===== config.mk =====
export PLATFORM = sky130hd
export DESIGN_NAME = estf_cell
export DESIGN_NICKNAME = d
export VERILOG_FILES = /design/src/rtl/estf_pkg.sv /design/src/rtl/estf_cell.sv
export SDC_FILE = /design/constraint.sdc
export NUM_CORES = 1
export LEC_CHECK = 0
export BUFFER_PORTS_ARGS = -buffer_cell sky130_fd_sc_hd__clkbuf_2
export CORE_MARGIN = 3
export CORE_UTILIZATION = 47
export CTS_BUF_LIST = sky130_fd_sc_hd__clkbuf_4
export DETAILED_ROUTE_END_ITERATION = 10
export PLACE_DENSITY = 0.94
export SYNTH_ARGS = -nofsm -noshare
export SYNTH_HDL_FRONTEND = slang
export SYNTH_SLANG_ARGS = --single-unit

===== constraint.sdc =====
create_clock -name clk -period 4.8 [get_ports clk]
set_input_delay 0.24 -clock clk [delete_from_list [all_inputs] [get_ports clk]]
set_output_delay 0.24 -clock clk [all_outputs]
set_load 0.02 [all_outputs]

===== src/rtl/estf_pkg.sv =====
// Package for the encoder speed trimmed-mean filter.
// Holds widths, register codes, reset values and the shared types.
// No dependencies.
package estf_pkg;

    localparam int WINDOW_DEF      = 10;
    localparam int COUNT_WIDTH_DEF = 32;

    localparam int SAMPLE_W    = 32;
    localparam int INTERVAL_W  = 8;
    localparam int SCALE_W     = 24;
    localparam int WEIGHT_W    = 17;
    localparam int CFG_INDEX_W = 2;
    localparam int CFG_DATA_W  = 24;

    localparam logic [CFG_INDEX_W-1:0] CFG_INTERVAL = 2'd0;
    localparam logic [CFG_INDEX_W-1:0] CFG_SCALE    = 2'd1;
    localparam logic [CFG_INDEX_W-1:0] CFG_WEIGHT   = 2'd2;

    localparam logic [INTERVAL_W-1:0] INTERVAL_RST = 8'd5;
    localparam logic [SCALE_W-1:0]    SCALE_RST    = 24'd65536;
    localparam logic [WEIGHT_W-1:0]   WEIGHT_RST   = 17'd31457;

    localparam logic [WEIGHT_W-1:0] WEIGHT_ONE = 17'd65536;
    localparam int                  ROUND_HALF = 32768;

    localparam logic signed [SAMPLE_W-1:0] SAMPLE_MAX = 32'sh7FFF_FFFF;
    localparam logic signed [SAMPLE_W-1:0] SAMPLE_MIN = 32'sh8000_0000;

    typedef enum logic [1:0] {
        CELL_HOLD,
        CELL_INSERT,
        CELL_SHIFT
    } cell_cmd_t;

    typedef struct packed {
        cell_cmd_t                   cmd;
        logic signed [SAMPLE_W-1:0]  sample;
    } cell_ctl_t;

    typedef struct packed {
        logic signed [SAMPLE_W-1:0]  value;
        logic                        valid;
        logic                        greater;
    } cell_link_t;

    typedef enum logic [2:0] {
        ST_IDLE,
        ST_MUL,
        ST_INSERT,
        ST_SUM,
        ST_DIV,
        ST_WMUL,
        ST_EMUL,
        ST_FILT
    } state_t;

endpackage


===== src/rtl/estf_cell.sv =====
// One cell of the insertion-sort chain: holds one sample and its valid bit.
// Depends on estf_pkg for the cell control and link types.
module estf_cell
    import estf_pkg::*;
(
    input  logic       clk,
    input  logic       rst_n,
    input  cell_ctl_t  ctl,
    input  cell_link_t left,
    input  cell_link_t right,
    output cell_link_t self
);

    logic signed [SAMPLE_W-1:0] value_reg;
    logic signed [SAMPLE_W-1:0] value_next;
    logic                       valid_reg;
    logic                       valid_next;
    logic                       greater;

    // An empty cell counts as larger than any sample.
    assign greater = !valid_reg || ($signed(value_reg) > $signed(ctl.sample));

    always_comb
    begin
        value_next = value_reg;
        valid_next = valid_reg;
        case (ctl.cmd)
            CELL_INSERT:
            begin
                if (greater)
                begin
                    // First larger cell takes the new sample, the rest move up one.
                    if (!left.greater)
                    begin
                        value_next = ctl.sample;
                        valid_next = 1'b1;
                    end
                    else
                    begin
                        value_next = left.value;
                        valid_next = left.valid;
                    end
                end
            end
            CELL_SHIFT:
            begin
                value_next = right.value;
                valid_next = right.valid;
            end
            default:
            begin
                value_next = value_reg;
                valid_next = valid_reg;
            end
        endcase
    end

    always_ff @(posedge clk or negedge rst_n)
    begin
        if (!rst_n)
        begin
            valid_reg <= 1'b0;
        end
        else
        begin
            valid_reg <= valid_next;
        end
    end

    always_ff @(posedge clk)
    begin
        value_reg <= value_next;
    end

    assign self.value   = value_reg;
    assign self.valid   = valid_reg;
    assign self.greater = greater;

endmodule


==> summary.md, run 1 <==
| Metric | Value |
|---|---|
| Status | `finished, final reports clean` |
| CP max FO | `32` |
| Ys async rst share | `3.03%` |
| Area of the die | `around 6400 sq um` |
| Final-report hold violation count | `0` |
| Critical path class | `flop to flop` |
| Nets | `534` |
| Multi-input logic area | `1410 sq um` |
| WP buf/inv | `0` |
| Largest net degree at the start of global routing | `between 60 and 70` |
| Max reg flops | `32` |
| Core area | `5170 sq um` |
| Hold WC Path Type | `primary input to flop` |
| Grt ovf | `0` |
| GR Util met1 | `23.4%` |
| Combinational Power Share | `36.9%` |
| Clk buf depth | `2` |
| CTS Root Cell | `clkbuf_4` |
| Post-Syn Instances | `roughly 270` |
| Layout cell share with drive strength beyond 1 | `37.9%` |
| Mapped Nets | `between 400 and 500` |
| Top cell by count, worst path | `o21ai_1` |
| Final TNS setup | `0 ns` |
| Setup Viol. Count Final | `0` |
| Number of max-cap violations | `0` |
| PostCTS Resize Cnt | `0` |
| Reg power frac | `roughly 46%` |
| GR Layer Usage met3 | `3.61%` |
| Reg-to-reg critical path startpoint | `value_reg[23]` |
| Sink Count | `33` |
| Avg WL per Cell | `14.4 um` |
| Worst slew pin tran | `1.14 ns` |
| Total internal power | `555 uW` |
| Global route hottest layer | `met2` |
| Initial antenna violation count | `0` |
| Average size of a mapped cell | `9.61 sq um` |
| Seq cells post-synth | `33` |
| Post-DP HPWL | `roughly 5.4 mm` |
| Switching share of total power | `between 30% and 40%` |
| RSZ-0062 raised after global routing | `no` |
| DRC | `0` |
| CTS tree | `built` |
| EDFF count, synth | `32` |
| Final WL | `6.73 mm` |
| Row cnt | `26` |
| Prevailing post-synth register cell | `edfxtp_1` |
| Die X-Extent | `between 70 and 80 um` |
| Worst min-delay path startpoint | `right[27]` |
| Pwr/cell area | `255 nW/um^2` |
| Starting Density | `49.4%` |
| CP required | `4.75 ns` |
| First-pass GRT wire length | `10.6 mm` |
| Cts bufs inserted | `5` |
| Tcrit/Tclk final | `62.4%` |
| Vias/cell | `5.15` |
| Worst slack at placement | `roughly 1.8 ns` |
| Die Ht | `79.7 um` |
| Tmin final | `3.00 ns` |
| CP Cell Sequence | `ha_1, a21oi_1, o21ai_1, a221oi_2, a2bb2oi_1, o21ai_1, a21oi_4` |
| Final worst slack | `1.80 ns` |
| DR iter-0 viols | `104` |
| Clk slew on worst S/H paths | `0.10 ns` |
| Register area | `just under 1000 sq um` |
| Boundary pin count | `138` |
| Met2 usage | `roughly 40%` |
| First-pass DRT Iterations | `5` |
| Seq/Total Area, Yosys | `38.6%` |
| Critical Path AT | `2.95 ns` |
| Setup bufs post-CTS | `0` |
| Crit path launch | `value_reg[23]` |
| Worst Setup Start Kind | `flop` |
| Worst rel slew slack | `around a quarter` |
| Maximum VDD drop | `0.158 mV` |
| CTS Hold Bufs | `1` |
| Clock Power Share | `17.5%` |
| Vias in the first global route | `roughly 2500` |
| Synth Warn # | `0` |
| Synthesized cell area | `2560 sq um` |
| H-tree lvl count | `2` |
| # fillers | `418` |
| Buffers added on ports | `136` |
| CP Capture Type | `flop` |
| Max stage delay on crit path | `roughly 0.88 ns` |
| Max-slew violation total from the final report | `0` |
| Final antenna-violating net count | `0` |
| Ant diodes | `0` |
| Switching pwr | `299 uW` |
| Area Overhead vs Synth | `31.0%` |
| Pleak | `0.00173 uW` |
| Clock skew | `approximately 0.009 ns` |
| Post-synth cell types | `36` |
| Worst-Skew Late Latency | `0.33 ns` |
| CP max-delay cell | `a21oi_4` |
| Gr usage total | `21.1%` |
| Max Freq | `~0.33 GHz` |
| CP top delay family | `compound AO/OA/AOI/OAI gates` |
| Routed via count | `2410` |
| GP Congestion | `0.812` |
==> layout make-up <==
type                    instances  area share [%]
repair buffers                138            20.8
inverters                      33            3.70
flip-flops and latches         33            29.4
clock buffers                   6            1.34
clock inverters                 1           0.112
multi-input cells             187            42.0
well taps                      70            2.61
==> cells in the mapped netlist, types with 2 or more instances <==
master / count / area (sq um)
o21ai_0: 35 / 175
o41a_1: 2 / 22.5
ha_1: 32 / 400
nor2b_1: 2 / 12.5
buf_2: 3 / 15.0
a21oi_1: 14 / 70.1
buf_4: 2 / 15.0
clkbuf_1: 8 / 30.0
inv_1: 33 / 124
nand2_1: 38 / 143
edfxtp_1: 32 / 961
o21ai_1: 2 / 10.0
mux2i_1: 32 / 320
nand4_1: 7 / 43.8
nor2_1: 3 / 11.3
==> worst min-delay path, cell delays in order <==
cell	delay (ns)
clkbuf_2	0.07
nand2_1	0.03
o21ai_0	0.05
==> logic make-up after synthesis <==
kind of cell | after synthesis | synth area share [%]
AND/OR/NAND/NOR | 58 | 10.7
adder cells (fa/ha/maj) | 32 | 15.7
buffers and inverters | 46 | 7.20
multiplexers | 32 | 12.5
AO/OA/AOI/OAI | 64 | 15.0
flip-flops | 33 | 38.6
XOR/XNOR | 1 | 0.343
==> placed cells by master, fill, tap and decap left out, drive strengths merged, types with 2 or more instances in the layout <==
cell	synthesis	routed
inv	33	33
o41a	2	2
nor2	3	3
edfxtp	32	32
nand2	38	38
ha	32	32
mux2i	32	32
clkbuf	8	142
nor2b	3	3
o21ai	37	37
nor4	2	2
nand4	8	8
a21oi	14	14
o211ai	2	2
==> power groups by stage <==
stage,clock network (uW),logic [uW],registers (uW)
floorplan,0,150,439
global placement,0,303,393
detailed placement,0,316,396
CTS,156,318,390
global route,169,351,395
finish,149,315,390
==> path summary, 6_finish.rpt <==
kind / endpoint / slack, ns / depth (start not counted)
min in group asynchronous: valid_reg / 0.19 / 2
worst max-delay path: value_reg[16] / 1.80 / 7
max in group asynchronous: valid_reg / 4.52 / 2
worst max register to register: value_reg[16] / 1.80 / 7
worst min register to register: valid_reg / 0.76 / 3
worst min-delay path: value_reg[25] / 0.18 / 3
==> metal layers <==
layer	up-vias	wire [um]
met5	-	0
met4	0	166
met3	15	429
met2	90	3520
met1	1087	2620
li1	1218	-
==> per-stage QoR <==
step                      util (%)  cell area [sq um]  instances  total power, uW  hold slack, ns
after detailed placement      63.6               3290        460              713          0.0184
final                         64.8               3350        468              854           0.175
after floorplan                  -               2560        266              589         -0.0556
after global placement        63.6               3290        460              696          0.0168
after CTS                     64.8               3350        468              863           0.165
after global routing          64.8               3350        468              916           0.163
Power figures use the tool's default switching activity.
==> inputs of run 2 (changes only) <==
- CORE_UTILIZATION: 47 -> 42
- PLACE_DENSITY: 0.94 -> 0.89
- clock period: 4.8 -> 2.65 ns (I/O delays scaled with it)
==> summary.md, run 2 (synthesis results as in run 1) <==
| Metric | Value |
|---|---|
| Met2 usage | `35.1% (-4.8 points)` |
| CTS tree | `built` |
| WP buf/inv | `1 (+1)` |
| CP max FO | `3 (-91%)` |
| Max reg flops | `32 (unchanged)` |
| Worst rel slew slack | `62.4% (+38 points)` |
| Pleak | `0.00176 uW (+1.5%)` |
| Cts bufs inserted | `5 (unchanged)` |
| GP Congestion | `0.833 (+2.6%)` |
| Initial antenna violation count | `0 (unchanged)` |
| Pwr/cell area | `462 nW/um^2 (+81%)` |
| Setup Viol. Count Final | `0 (unchanged)` |
| DR iter-0 viols | `89 (-14%)` |
| Commonest non-fill, non-tap cell in the layout | `clkbuf_2` |
| Final WL | `6.46 mm (-4.1%)` |
| Nets | `537 (+0.56%)` |
| Status | `finished, final reports clean` |
| Final Instance Area | `3400 sq um (+1.4%)` |
| CTS Root Cell | `clkbuf_4` |
| Worst slew pin tran | `0.564 ns (-0.572 ns)` |
| DRC | `0 (unchanged)` |
| Maximum VDD drop | `0.229 mV (+45%)` |
| Grt ovf | `0 (unchanged)` |
| Routed via count | `2406 (-0.17%)` |
| Commonest cells after routing, fill and taps aside | `136 x clkbuf_2, 38 x nand2_1, 35 x o21ai_0` |
| Final-report hold violation count | `0 (unchanged)` |
| Ant diodes | `0 (unchanged)` |
| Final worst slack | `0.198 ns (-1.61 ns)` |
| Die X-Extent | `84.0 um (+5.4%)` |
| Worst-Skew Late Latency | `0.34 ns (about the same)` |
| Number of max-cap violations | `0 (unchanged)` |
| CP max-delay cell | `edfxtp_1` |
| Layout cell share with drive strength beyond 1 | `39.1% (+1.1 points)` |
| Area Overhead vs Synth | `32.9%` |
| CP Cell Sequence | `ha_1, a21oi_1, o21ai_0, a221oi_2, o211ai_1, o21ai_2, nand2_1, clkbuf_2` |
| Die Ht | `84.0 um (+5.4%)` |
| Global route hottest layer | `met2` |
| Clk buf depth | `2 (unchanged)` |
| Max stage delay on crit path | `0.41 ns (-0.47 ns)` |
| GR Util met1 | `21.1% (-2.3 points)` |
| Gr usage total | `18.8% (-2.3 points)` |
| Critical Path AT | `2.32 ns (-0.63 ns)` |
| CP Capture Type | `output pin` |
| Hold WC Path Type | `primary input to flop` |
| Final antenna-violating net count | `0 (unchanged)` |
| Clk slew on worst S/H paths | `0.11 ns (about the same)` |
| Area of the die | `7060 sq um (+11%)` |
| H-tree lvl count | `2 (unchanged)` |
| DP Area | `3330 sq um (+1.1%)` |
| Tcrit/Tclk final | `92.5%` |
| Starting Density | `44.8% (-4.6 points)` |
| Row cnt | `27 (+3.8%)` |
| Worst slack at placement | `0.195 ns (-1.59 ns)` |
| RSZ-0062 raised after global routing | `no` |
| First-pass DRT Iterations | `4 (-1)` |
| Worst Setup Start Kind | `flop` |
| Tmin final | `roughly 2.5 ns` |
| Fin util | `59.5% (-5.3 points)` |
| Vias/cell | `5.08 (-1.4%)` |
| Sink Count | `33 (unchanged)` |
| Critical path class | `flop to output pin` |
| Final TNS setup | `0 ns (unchanged)` |
| # fillers | `484 (+16%)` |
| Max Freq | `around 0.41 GHz` |
| Worst min-delay path startpoint | `right[31]` |
| Core area | `5710 sq um (+10%)` |
| Post-DP HPWL | `5.41 mm (-0.14%)` |
| Vias in the first global route | `2465 (-0.081%)` |
| CP required | `2.52 ns (-2.23 ns)` |
| Largest net degree at the start of global routing | `39 (-42%)` |
| GR Layer Usage met3 | `4.54% (+0.93 points)` |
| Reg-to-reg critical path startpoint | `value_reg[19]` |
| Crit path launch | `value_reg[19]` |
| Max-slew violation total from the final report | `0 (unchanged)` |
| First-pass GRT wire length | `10.9 mm (+2.3%)` |
| Buffers added on ports | `136 (unchanged)` |
| Boundary pin count | `138 (unchanged)` |
| Avg WL per Cell | `13.6 um (-5.3%)` |
| CP top delay family | `compound AO/OA/AOI/OAI gates` |
| Clock skew | `0.00899 ns (-0.0000893 ns)` |
==> run 2: cell type report <==
type / instances / area [sq um] / share of cell area [%]
Inverter: 33 / 124 / 3.65
Tap cell: 72 / 90.1 / 2.65
Sequential cell: 33 / 986 / 29.0
Multi-Input combinational cell: 187 / 1410 / 41.5
Timing Repair Buffer: 141 / 733 / 21.6
Clock buffer: 6 / 45.0 / 1.33
Clock inverter: 2 / 10.0 / 0.295
==> run 2: worst min-delay path, delay by kind of cell <==
| family | cells | cell delay, ns |
|---|---|---|
| buffers and inverters | 1 | 0.07 |
| AO/OA/AOI/OAI | 1 | 0.05 |
| AND/OR/NAND/NOR | 1 | 0.03 |
==> run 2: power by group <==
part | switching, uW | internal (uW) | total [uW] | leakage (uW)
sequential | 38.3 | 665 | 703 | 0.000324
combinational | 338 | 243 | 581 | 0.00140
clock | 174 | 111 | 285 | 0.0000354
==> run 2: worst paths after layout <==
path	endpoint	slack, ns	cells after the start
min in group asynchronous	valid_reg	0.11	2
hold reg to reg	valid_reg	0.78	3
hold / removal	value_reg[29]	0.06	3
setup reg to reg	value_reg[18]	0.25	8
setup / recovery	self[0]	0.20	8
max in group asynchronous	valid_reg	2.45	2
==> run 2: routing by layer <==
metal / vias to the layer above / share of wire, %
met5: - / 0
met4: 0 / 1.1
met3: 7 / 7.2
met2: 95 / 51
met1: 1076 / 40
li1: 1228 / -
==> run 2: through the flow <==
step	hold WS, ns	instances	power [uW]
after floorplan	-0.163	266	1070
after CTS	0.0461	474	1590
after detailed placement	-0.0869	465	1300
after global routing	0.0543	474	1680
final	0.0584	474	1570
after global placement	-0.0906	465	1270
==> run 2: what timing repair did <==
action	4_1_cts	5_1_grt
hold buffers	1	0
endpoints found under the hold margin	1	0
endpoints found under the setup margin	0	1
buffers inserted	0	0
gates resized for setup	0	1
