### config.mk
export PLATFORM = sky130hd
export DESIGN_NAME = estf_div
export DESIGN_NICKNAME = d
export VERILOG_FILES = /design/src/rtl/estf_pkg.sv /design/src/rtl/estf_div.sv
export SDC_FILE = /design/constraint.sdc
export NUM_CORES = 1
export LEC_CHECK = 0
export ABC_AREA = 1
export BUFFER_PORTS_ARGS = -buffer_cell sky130_fd_sc_hd__buf_2
export CAP_MARGIN = 20
export CORE_MARGIN = 4
export CORE_UTILIZATION = 45
export CTS_BUF_LIST = sky130_fd_sc_hd__clkbuf_2 sky130_fd_sc_hd__clkbuf_4 sky130_fd_sc_hd__clkbuf_8
export DETAILED_ROUTE_END_ITERATION = 7
export PLACE_DENSITY = 0.64
export SYNTH_ARGS = -nofsm -noshare
export SYNTH_HDL_FRONTEND = slang
export SYNTH_SLANG_ARGS = --single-unit
export TNS_END_PERCENT = 5
### constraint.sdc
create_clock -name clk -period 14.25 [get_ports clk]
set_input_delay 0.7125 -clock clk [delete_from_list [all_inputs] [get_ports clk]]
set_output_delay 0.7125 -clock clk [all_outputs]
set_load 0.02 [all_outputs]
### src/rtl/estf_pkg.sv
// Package for the encoder speed trimmed-mean filter.
// Holds widths, register codes, reset values and the shared types.
// No dependencies.
package estf_pkg;

    localparam int WINDOW_DEF      = 10;
    localparam int COUNT_WIDTH_DEF = 32;

    localparam int SAMPLE_W    = 32;
    localparam int INTERVAL_W  = 8;
    localparam int SCALE_W     = 24;
    localparam int WEIGHT_W    = 17;
    localparam int CFG_INDEX_W = 2;
    localparam int CFG_DATA_W  = 24;

    localparam logic [CFG_INDEX_W-1:0] CFG_INTERVAL = 2'd0;
    localparam logic [CFG_INDEX_W-1:0] CFG_SCALE    = 2'd1;
    localparam logic [CFG_INDEX_W-1:0] CFG_WEIGHT   = 2'd2;

    localparam logic [INTERVAL_W-1:0] INTERVAL_RST = 8'd5;
    localparam logic [SCALE_W-1:0]    SCALE_RST    = 24'd65536;
    localparam logic [WEIGHT_W-1:0]   WEIGHT_RST   = 17'd31457;

    localparam logic [WEIGHT_W-1:0] WEIGHT_ONE = 17'd65536;
    localparam int                  ROUND_HALF = 32768;

    localparam logic signed [SAMPLE_W-1:0] SAMPLE_MAX = 32'sh7FFF_FFFF;
    localparam logic signed [SAMPLE_W-1:0] SAMPLE_MIN = 32'sh8000_0000;

    typedef enum logic [1:0] {
        CELL_HOLD,
        CELL_INSERT,
        CELL_SHIFT
    } cell_cmd_t;

    typedef struct packed {
        cell_cmd_t                   cmd;
        logic signed [SAMPLE_W-1:0]  sample;
    } cell_ctl_t;

    typedef struct packed {
        logic signed [SAMPLE_W-1:0]  value;
        logic                        valid;
        logic                        greater;
    } cell_link_t;

    typedef enum logic [2:0] {
        ST_IDLE,
        ST_MUL,
        ST_INSERT,
        ST_SUM,
        ST_DIV,
        ST_WMUL,
        ST_EMUL,
        ST_FILT
    } state_t;

endpackage

### src/rtl/estf_div.sv
// Signed divider by a fixed divisor, truncating toward zero.
// Multiplies the magnitude by a scaled reciprocal, 16 bits of the magnitude per cycle.
// Depends on estf_pkg for the sample width.
module estf_div
    import estf_pkg::*;
#(
    parameter int DIVISOR = WINDOW_DEF - 4,
    parameter int SUMW    = 36
)
(
    input  logic                       clk,
    input  logic                       rst_n,
    input  logic                       start,
    input  logic signed [SUMW-1:0]     dividend,
    output logic                       done,
    output logic signed [SAMPLE_W-1:0] quotient
);

    localparam int     CHUNK_W = 16;
    localparam int     NCH     = (SUMW + CHUNK_W - 1) / CHUNK_W;
    localparam int     MAGW    = NCH * CHUNK_W;
    localparam int     RECW    = SUMW;
    localparam int     PRODW   = MAGW + RECW;
    localparam int     SHIFT   = SUMW - 1 + $clog2(DIVISOR);
    localparam int     CNTW    = $clog2(NCH + 1);
    // Rounded-up reciprocal; exact floor for magnitudes below 2^(SUMW-1).
    localparam longint RECIP_L = ((longint'(1) << SHIFT) + longint'(DIVISOR - 1))
                                 / longint'(DIVISOR);
    localparam logic [RECW-1:0] RECIP = RECW'(RECIP_L);

    logic                    busy_reg, busy_next;
    logic                    done_reg, done_next;
    logic [CNTW-1:0]         cnt_reg, cnt_next;
    logic [MAGW-1:0]         mag_reg, mag_next;
    logic [PRODW-1:0]        prod_reg, prod_next;
    logic                    neg_reg, neg_next;
    logic [SUMW-1:0]         dvd_abs;
    logic [CHUNK_W-1:0]      chunk;
    logic [CHUNK_W+RECW-1:0] part;
    logic [SAMPLE_W-1:0]     quo_mag;

    assign dvd_abs = dividend[SUMW-1] ? (~dividend + 1'b1) : dividend;

    // Horner form: consume the magnitude from its top 16 bits down.
    assign chunk = mag_reg[MAGW-1 -: CHUNK_W];
    assign part  = chunk * RECIP;

    always_comb
    begin
        busy_next = busy_reg;
        done_next = 1'b0;
        cnt_next  = cnt_reg;
        mag_next  = mag_reg;
        prod_next = prod_reg;
        neg_next  = neg_reg;
        if (start)
        begin
            busy_next = 1'b1;
            cnt_next  = CNTW'(NCH);
            mag_next  = MAGW'(dvd_abs);
            prod_next = '0;
            neg_next  = dividend[SUMW-1];
        end
        else if (busy_reg)
        begin
            prod_next = {prod_reg[PRODW-CHUNK_W-1:0], {CHUNK_W{1'b0}}} + PRODW'(part);
            mag_next  = {mag_reg[MAGW-CHUNK_W-1:0], {CHUNK_W{1'b0}}};
            cnt_next  = cnt_reg - 1'b1;
            if (cnt_reg == CNTW'(1))
            begin
                busy_next = 1'b0;
                done_next = 1'b1;
            end
        end
    end

    always_ff @(posedge clk or negedge rst_n)
    begin
        if (!rst_n)
        begin
            busy_reg <= 1'b0;
            done_reg <= 1'b0;
            cnt_reg  <= '0;
        end
        else
        begin
            busy_reg <= busy_next;
            done_reg <= done_next;
            cnt_reg  <= cnt_next;
        end
    end

    always_ff @(posedge clk)
    begin
        mag_reg  <= mag_next;
        prod_reg <= prod_next;
        neg_reg  <= neg_next;
    end

    assign quo_mag  = prod_reg[SHIFT +: SAMPLE_W];
    assign quotient = neg_reg ? (~quo_mag + 1'b1) : quo_mag;
    assign done     = done_reg;

endmodule

==> reports/summary.json, run 1 <==
{
  "cts_buffers": 17,
  "antenna_cells": 0,
  "grt_usage_pct": 26.7,
  "synth.area.top_cells": "sky130_fd_sc_hd__fa_1 18%, sky130_fd_sc_hd__inv_1 14%, sky130_fd_sc_hd__nand2_1 12%",
  "io-pin-count": 72,
  "critical_path.max_stage_delay_ps": 650,
  "stdcell_count": 2923,
  "routed-via-count": 15208,
  "postSynthRegisterBits": 123,
  "hp-class": "flip-flop to flip-flop",
  "end_kind": "flip-flop",
  "async_reset_ff_share_pct": 3.25,
  "outcome": "completed",
  "crit_path_frequent_cell": "sky130_fd_sc_hd__nand2_1",
  "clockBufferDepth": 2,
  "synthCells": 2391,
  "largest_reg_flops": 70,
  "timing.critical_path.cells": "ha_1 -> inv_1 -> fa_1 -> fa_1 -> fa_1 -> inv_1 -> fa_1 -> inv_1 -> fa_1 -> inv_1 -> ha_1 -> nand2_1 -> nand2_1 -> a21oi_1 -> nand3_1 -> nand2_1 -> nand2_1 -> nand2_1 -> nand2_1 -> xor2_1 -> o21ai_0 -> inv_1",
  "drv.max_cap_violation_count": 0,
  "worstPathMaxFanout": 4,
  "dpl.hpwl_um": 42800,
  "crit_slowest_cell": "sky130_fd_sc_hd__fa_1",
  "syn_area_per_cell_sq_um": 6.84,
  "cp.arrival_ps": 6820,
  "post_synth_edffs": 37,
  "tns_ps": 0,
  "drc": 0,
  "htree_levels": 4,
  "synthDistinctLibCells": 48,
  "req_time_crit_path_ps": 14680,
  "core-area_sq_um": 35700,
  "synth.yosys.warnings": 0,
  "clkLatencyLatePin_ps": 500,
  "clock.fmax_mhz": 156,
  "wl_per_cell_um": 17.7,
  "drv_slew": 0,
  "final_period_minus_worst_setup_slack_ps": 6390,
  "netlist_area_sq_um": 16400,
  "finalHoldViolations": 0,
  "globalRouteOverflowTotal": 0,
  "synth_top_cell_by_area": "sky130_fd_sc_hd__fa_1",
  "worst_pin_slew_ps": 1010,
  "die_area_sq_um": 39500,
  "yosys-top-cells-count": "607 x sky130_fd_sc_hd__inv_1, 537 x sky130_fd_sc_hd__nand2_1, 229 x sky130_fd_sc_hd__nor2_1",
  "nets": 2788,
  "portBuffers": 71,
  "clockRootBuffer": "sky130_fd_sc_hd__clkbuf_8",
  "clock_tree_from_tritoncts": "yes",
  "post_cts_buffers": 0,
  "drt_iter0_markers": 1451,
  "std_cell_rows": 69,
  "most_used_dff_post_synth": "sky130_fd_sc_hd__dfxtp_1",
  "seq_area_frac_synth_pct": 17.4,
  "unrepaired_setup_endpoints_after_global_routing": "false",
  "grt_pass1_vias": 15105,
  "post-route-period-util_pct": 44.9,
  "worst_setup_path_class": "flip-flop to flip-flop",
  "detailedRoute.firstPassIterationCount": 7,
  "antenna_left": 0,
  "leading_cell_type_by_number_of_instances_after_synthesis": "sky130_fd_sc_hd__inv_1",
  "drt-total-wl_um": 51800,
  "floorplan.initialDensity_pct": 45.8,
  "final.setup_skew_ps": 30.5,
  "synth_fp_nets": 2730,
  "slew_headroom_pct": 32.4,
  "worst_setup_path_start_kind": "flip-flop",
  "grt_max_degree": 81,
  "clk_pin_slew_worst_paths_ps": 80,
  "routabilityCongestion": 1.03,
  "cts.sinks": 123,
  "routed_via_density": 5.20,
  "antenna_violations_before_repair": 1,
  "number_of_cells_on_the_worst_reg_to_reg_path": 22,
  "hold_depth": 1,
  "synth_largest_type_area_fraction_pct": 17.9,
  "first_pass_grt_wire_length_um": 82600,
  "fp.dieW_um": 199,
  "setup_viol": 0,
  "placed_cells": 2890,
  "final_layout_size_suffix_gt1_share_pct": 6.38,
  "die_height_um": 199,
  "area_growth_syn_to_layout_pct": 7.58
}
[path summary, 6_finish.rpt]
kind                           endpoint         from  slack, ps
min reg2reg                 mag_reg[43]  mag_reg[27]        460
min in group asynchronous    cnt_reg[1]        rst_n        540
min                         mag_reg[43]  mag_reg[27]        460
max reg2reg                prod_reg[29]  mag_reg[33]       7860
max                        prod_reg[29]  mag_reg[33]       7860
max in group asynchronous      busy_reg        rst_n      13570
[per-stage QoR]
step | setup WS, ps | utilization, % | instance area [sq um] | hold slack [ps]
after floorplan | 8930 | - | 16400 | 417
final | 7860 | 49.2 | 17600 | 458
after global routing | 7580 | 49.2 | 17600 | 490
after global placement | 7970 | 48.1 | 17200 | 443
after CTS | 7970 | 49.2 | 17600 | 461
after detailed placement | 7990 | 48.1 | 17200 | 442
[worst max-delay path: cells and delay by family, from the launching register on]
family	cells	cell delay, ps
xor+xnor	1	320
buf+inv	5	360
fa+ha+maj	7	3510
flops	1	430
simple gates	7	1200
compound gates	2	490
[layer usage]
layer  part of all wire, %  up-vias  global-route usage [%]
met5                 0.025        -                       0
met4                   2.7        2                    7.32
met3                   7.0       91                    4.49
met2                    46      578                    44.4
li1                      -     7410                       -
met1                    44     7127                    36.3
[area by class of cell]
| cell class | count | area, sq um |
|---|---|---|
| fill | 3700 | 18100 |
| clock inverter | 15 | 160 |
| sequential | 123 | 2850 |
| tap | 461 | 577 |
| timing repair buffer | 80 | 425 |
| inverter | 612 | 2300 |
| multi-input combinational | 1615 | 11000 |
| clock buffer | 17 | 234 |
[cells by family after synthesis]
| group | after synthesis | synth area share (%) |
|---|---|---|
| simple gates | 977 | 25.1 |
| compound gates | 274 | 9.34 |
| xor+xnor | 64 | 3.43 |
| flops | 123 | 17.4 |
| fa+ha+maj | 300 | 29.7 |
| buf+inv | 653 | 15.0 |
[placed cells by master (no fill, tap or decap), types with 4 or more instances in the layout]
master	synthesis	routed
sky130_fd_sc_hd__a22o_1	14	14
sky130_fd_sc_hd__ha_1	154	154
sky130_fd_sc_hd__o21ai_2	5	5
sky130_fd_sc_hd__dfxtp_1	82	82
sky130_fd_sc_hd__a31oi_1	8	8
sky130_fd_sc_hd__o21bai_1	10	10
sky130_fd_sc_hd__a21oi_1	132	132
sky130_fd_sc_hd__edfxtp_1	37	37
sky130_fd_sc_hd__xor2_1	56	56
sky130_fd_sc_hd__nand3_1	115	115
sky130_fd_sc_hd__nand4_1	18	18
sky130_fd_sc_hd__inv_2	4	4
sky130_fd_sc_hd__nor4_1	5	5
sky130_fd_sc_hd__buf_4	1	8
sky130_fd_sc_hd__clkbuf_8	0	17
sky130_fd_sc_hd__nand3_2	5	5
sky130_fd_sc_hd__or2_2	5	5
sky130_fd_sc_hd__inv_1	607	606
sky130_fd_sc_hd__buf_2	4	71
sky130_fd_sc_hd__o211ai_1	5	5
sky130_fd_sc_hd__o21ai_0	80	80
sky130_fd_sc_hd__nor2_1	229	227
sky130_fd_sc_hd__o21ai_1	8	8
sky130_fd_sc_hd__xnor2_1	8	8
sky130_fd_sc_hd__nor3_1	32	32
sky130_fd_sc_hd__inv_6	0	6
sky130_fd_sc_hd__nor3_2	5	5
sky130_fd_sc_hd__fa_1	146	146
sky130_fd_sc_hd__nor2_2	6	8
sky130_fd_sc_hd__nand2_2	5	5
sky130_fd_sc_hd__nand2_1	537	537
[timing repair]
action / in CTS / in global routing
endpoints found under the hold margin: 4 / 0
resized for setup: 0 / 0
hold buffers: 1 / 0
Power of run 1 is not shown: default switching activity piles up to over one toggle a cycle in this logic, so the estimate is an artifact.
==> run 2: changes to the inputs <==
==> constraint.sdc (replaced) <==
create_clock -name clk -period 6.07 [get_ports clk]
set_input_delay 0.3035 -clock clk [delete_from_list [all_inputs] [get_ports clk]]
set_output_delay 0.3035 -clock clk [all_outputs]
set_load 0.02 [all_outputs]
==> run 2 against run 1 <==
Hold slack got worse by 360 ps. Setup slack got worse by 7600 ps. Critical path depth increased by 2. Sequential share of layout area decreased by 0.83 points. Die area unchanged. Design area increased by 5.4%. Critical path type unchanged. Non-clock buffer count increased by 102. Via count increased by 2.7%. Register-to-register slack got worse by 7600 ps.
==> reports/summary.json, run 2 (same netlist as run 1, synthesis figures left out) <==
{
  "dpl_cell_area": {"value": 18000, "unit": "sq um", "change": "+4.8%"},
  "cts_buffers": {"value": 17, "change": "unchanged"},
  "postLayoutSetupSlackWorst": {"value": 283, "unit": "ps", "change": "-7570 ps"},
  "floorplan.initialDensity": {"value": 45.8, "unit": "%", "change": "unchanged"},
  "post-route-period-util": {"value": 95.3, "unit": "%", "change": "+50 points"},
  "crit_buf_inv": {"value": 6, "change": "+1"},
  "most_frequent_cells_in_the_layout": "606 x sky130_fd_sc_hd__inv_1, 532 x sky130_fd_sc_hd__nand2_1, 219 x sky130_fd_sc_hd__nor2_1, 147 x sky130_fd_sc_hd__ha_1, 143 x sky130_fd_sc_hd__fa_1",
  "std_cell_rows": {"value": 69, "change": "unchanged"},
  "worst_setup_path_start_kind": "flip-flop",
  "drt-total-wl": {"value": 56400, "unit": "um", "change": "+8.7%"},
  "drc": {"value": 0, "change": "unchanged"},
  "final.setup_skew": {"value": 25.6, "unit": "ps", "change": "-4.88 ps"},
  "fp.dieW": {"value": 199, "unit": "um", "change": "unchanged"},
  "clock_tree_from_tritoncts": "yes",
  "outcome": "completed",
  "die_height": {"value": 199, "unit": "um", "change": "unchanged"},
  "preCtsSetupSlack": {"value": 99.1, "unit": "ps", "change": "-7890 ps"},
  "end_kind": "flip-flop",
  "cts.sinks": {"value": 123, "change": "unchanged"},
  "largest_reg_flops": {"value": 70, "change": "unchanged"},
  "postLayoutCellArea": {"value": 18500, "unit": "sq um", "change": "+5.4%"},
  "clockRootBuffer": "sky130_fd_sc_hd__clkbuf_8",
  "crit_path_frequent_cell": "sky130_fd_sc_hd__nand2_1",
  "first_pass_grt_wire_length": {"value": 87500, "unit": "um", "change": "+6.0%"},
  "drv.max_cap_violation_count": {"value": 0, "change": "unchanged"},
  "worst-r2r-setup-slack": {"value": 280, "unit": "ps", "change": "-7570 ps"},
  "io-pin-count": {"value": 72, "change": "unchanged"},
  "grt_max_degree": {"value": 55, "change": "-32%"},
  "unrepaired_setup_endpoints_after_global_routing": "true",
  "worst_pin_slew": {"value": 973, "unit": "ps", "change": "-40.8 ps"},
  "mostFrequentLayoutCell": "sky130_fd_sc_hd__inv_1",
  "final_core_util": {"value": 51.9, "unit": "%", "change": "+2.6 points"},
  "routed_via_density": {"value": 5.16, "change": "-0.77%"},
  "antenna_violations_before_repair": {"value": 0, "change": "-1"},
  "grt_pass1_vias": {"value": 15572, "change": "+3.1%"},
  "htree_levels": {"value": 4, "change": "unchanged"},
  "detailedRoute.firstPassIterationCount": {"value": 6, "change": "-1"},
  "cell_class_contributing_the_biggest_share_of_worst_path_delay": "adder cells",
  "grt_usage": {"value": 28.8, "unit": "%", "change": "+2.1 points"},
  "portBuffers": {"value": 71, "change": "unchanged"},
  "fill_cells": {"value": 3676, "change": "-0.65%"},
  "crit_slowest_cell": "sky130_fd_sc_hd__fa_2",
  "area_growth_syn_to_layout_pct": 13.4,
  "timing.critical_path.cells": "ha_1 -> ha_2 -> xor2_2 -> inv_1 -> fa_2 -> fa_2 -> inv_1 -> buf_12 -> fa_1 -> inv_1 -> fa_1 -> inv_1 -> ha_1 -> nand2_1 -> nor2_2 -> nand2_1 -> nor3_1 -> nand2_1 -> nand2_1 -> nand2_1 -> nand3_1 -> nand3_1 -> nand2_1 -> inv_1",
  "cp.arrival": {"value": 6160, "unit": "ps", "change": "-660 ps"},
  "final_period_minus_worst_setup_slack": {"value": 5790, "unit": "ps", "change": "-607 ps"},
  "wl_per_cell": {"value": 18.6, "unit": "um", "change": "+5.1%"},
  "die_area": {"value": 39500, "unit": "sq um", "change": "unchanged"},
  "clock.fmax": {"value": 173, "unit": "MHz", "change": "+10%"},
  "worst_setup_path_class": "flip-flop to flip-flop",
  "drv_slew": {"value": 0, "change": "unchanged"},
  "clkLatencyLatePin": {"value": 490, "unit": "ps", "change": "about the same"},
  "final_layout_size_suffix_gt1_share": {"value": 11.5, "unit": "%", "change": "+5.2 points"},
  "antenna_cells": {"value": 0, "change": "unchanged"},
  "drt_iter0_markers": {"value": 1200, "change": "-17%"},
  "critical_path.max_stage_delay": {"value": 650, "unit": "ps", "change": "about the same"},
  "finalHoldViolations": {"value": 0, "change": "unchanged"},
  "clk_pin_slew_worst_paths": {"value": 90, "unit": "ps", "change": "about the same"},
  "antenna_left": {"value": 0, "change": "unchanged"},
  "setup_viol": {"value": 0, "change": "unchanged"},
  "req_time_crit_path": {"value": 6450, "unit": "ps", "change": "-8230 ps"},
  "clockBufferDepth": {"value": 2, "change": "unchanged"},
  "dpl.hpwl": {"value": 47500, "unit": "um", "change": "+11%"},
  "slew_headroom": {"value": 35.1, "unit": "%", "change": "+2.7 points"},
  "core-area": {"value": 35700, "unit": "sq um", "change": "unchanged"},
  "globalRouteOverflowTotal": {"value": 0, "change": "unchanged"},
  "hp-class": "primary input to flip-flop",
  "routabilityCongestion": {"value": 1.04, "change": "+1.4%"},
  "nets": {"value": 2890, "change": "+3.7%"},
  "worstPathMaxFanout": {"value": 9, "change": "+5"},
  "routed-via-count": {"value": 15617, "change": "+2.7%"}
}
[run 2: worst reg2reg max path, stage by stage, from the launching register on]
cell and delay [ps]:
sky130_fd_sc_hd__dfxtp_1 350, sky130_fd_sc_hd__ha_1 240, sky130_fd_sc_hd__ha_2 390, sky130_fd_sc_hd__xor2_2 160, sky130_fd_sc_hd__inv_1 110, sky130_fd_sc_hd__fa_2 530, sky130_fd_sc_hd__fa_2 650, sky130_fd_sc_hd__inv_1 90
sky130_fd_sc_hd__buf_12 150, sky130_fd_sc_hd__fa_1 540, sky130_fd_sc_hd__inv_1 50, sky130_fd_sc_hd__fa_1 540, sky130_fd_sc_hd__inv_1 50, sky130_fd_sc_hd__ha_1 380, sky130_fd_sc_hd__nand2_1 160, sky130_fd_sc_hd__nor2_2 210
sky130_fd_sc_hd__nand2_1 150, sky130_fd_sc_hd__nor3_1 160, sky130_fd_sc_hd__nand2_1 80, sky130_fd_sc_hd__nand2_1 170, sky130_fd_sc_hd__nand2_1 110, sky130_fd_sc_hd__nand3_1 100, sky130_fd_sc_hd__nand3_1 140, sky130_fd_sc_hd__nand2_1 120
sky130_fd_sc_hd__inv_1 60
[run 2: per-stage QoR]
step	TNS, ps	hold slack, ps	instances
3_5_place_dp	0	114	2991
6_report	0	96.0	3025
5_1_grt	-284	93.6	3025
4_1_cts	0	61.3	3024
3_3_place_gp	0	110	2991
2_1_floorplan	0	7.91	2391
[run 2: final cells by class]
class                           instances  area, sq um  area share, %
Timing Repair Buffer                  182         1270           6.83
Clock buffer                           18          241           1.30
Clock inverter                         14          138          0.742
Tap cell                              461          577           3.11
Inverter                              612         2300           12.4
Multi-Input combinational cell       1615        11200           60.2
Sequential cell                       123         2850           15.4
[run 2: final timing paths]
check	cells after the start	to	startpoint
worst min register to register	1	mag_reg[42]	mag_reg[26]
max in group asynchronous	2	busy_reg	rst_n
worst max register to register	24	prod_reg[64]	mag_reg[45]
worst min-delay path	3	mag_reg[0]	dividend[0]
worst max-delay path	24	prod_reg[64]	mag_reg[45]
min in group asynchronous	2	done	rst_n
[run 2: metal layers]
metal | part of all wire, % | routed length, um | GRT usage (%)
met5 | 0 | 0 | 0
met4 | 2.6 | 1460 | 7.65
met3 | 5.3 | 3000 | 3.12
met2 | 47 | 26600 | 48.9
met1 | 45 | 25300 | 39.5
[run 2: repair_timing]
action	in CTS	in global routing
resized for setup	0	37
endpoints found under the setup margin	0	43
hold endpoints to repair	4	0
setup buffers	0	1
hold buffers	1	0
Power of run 2 is left out for the same reason.
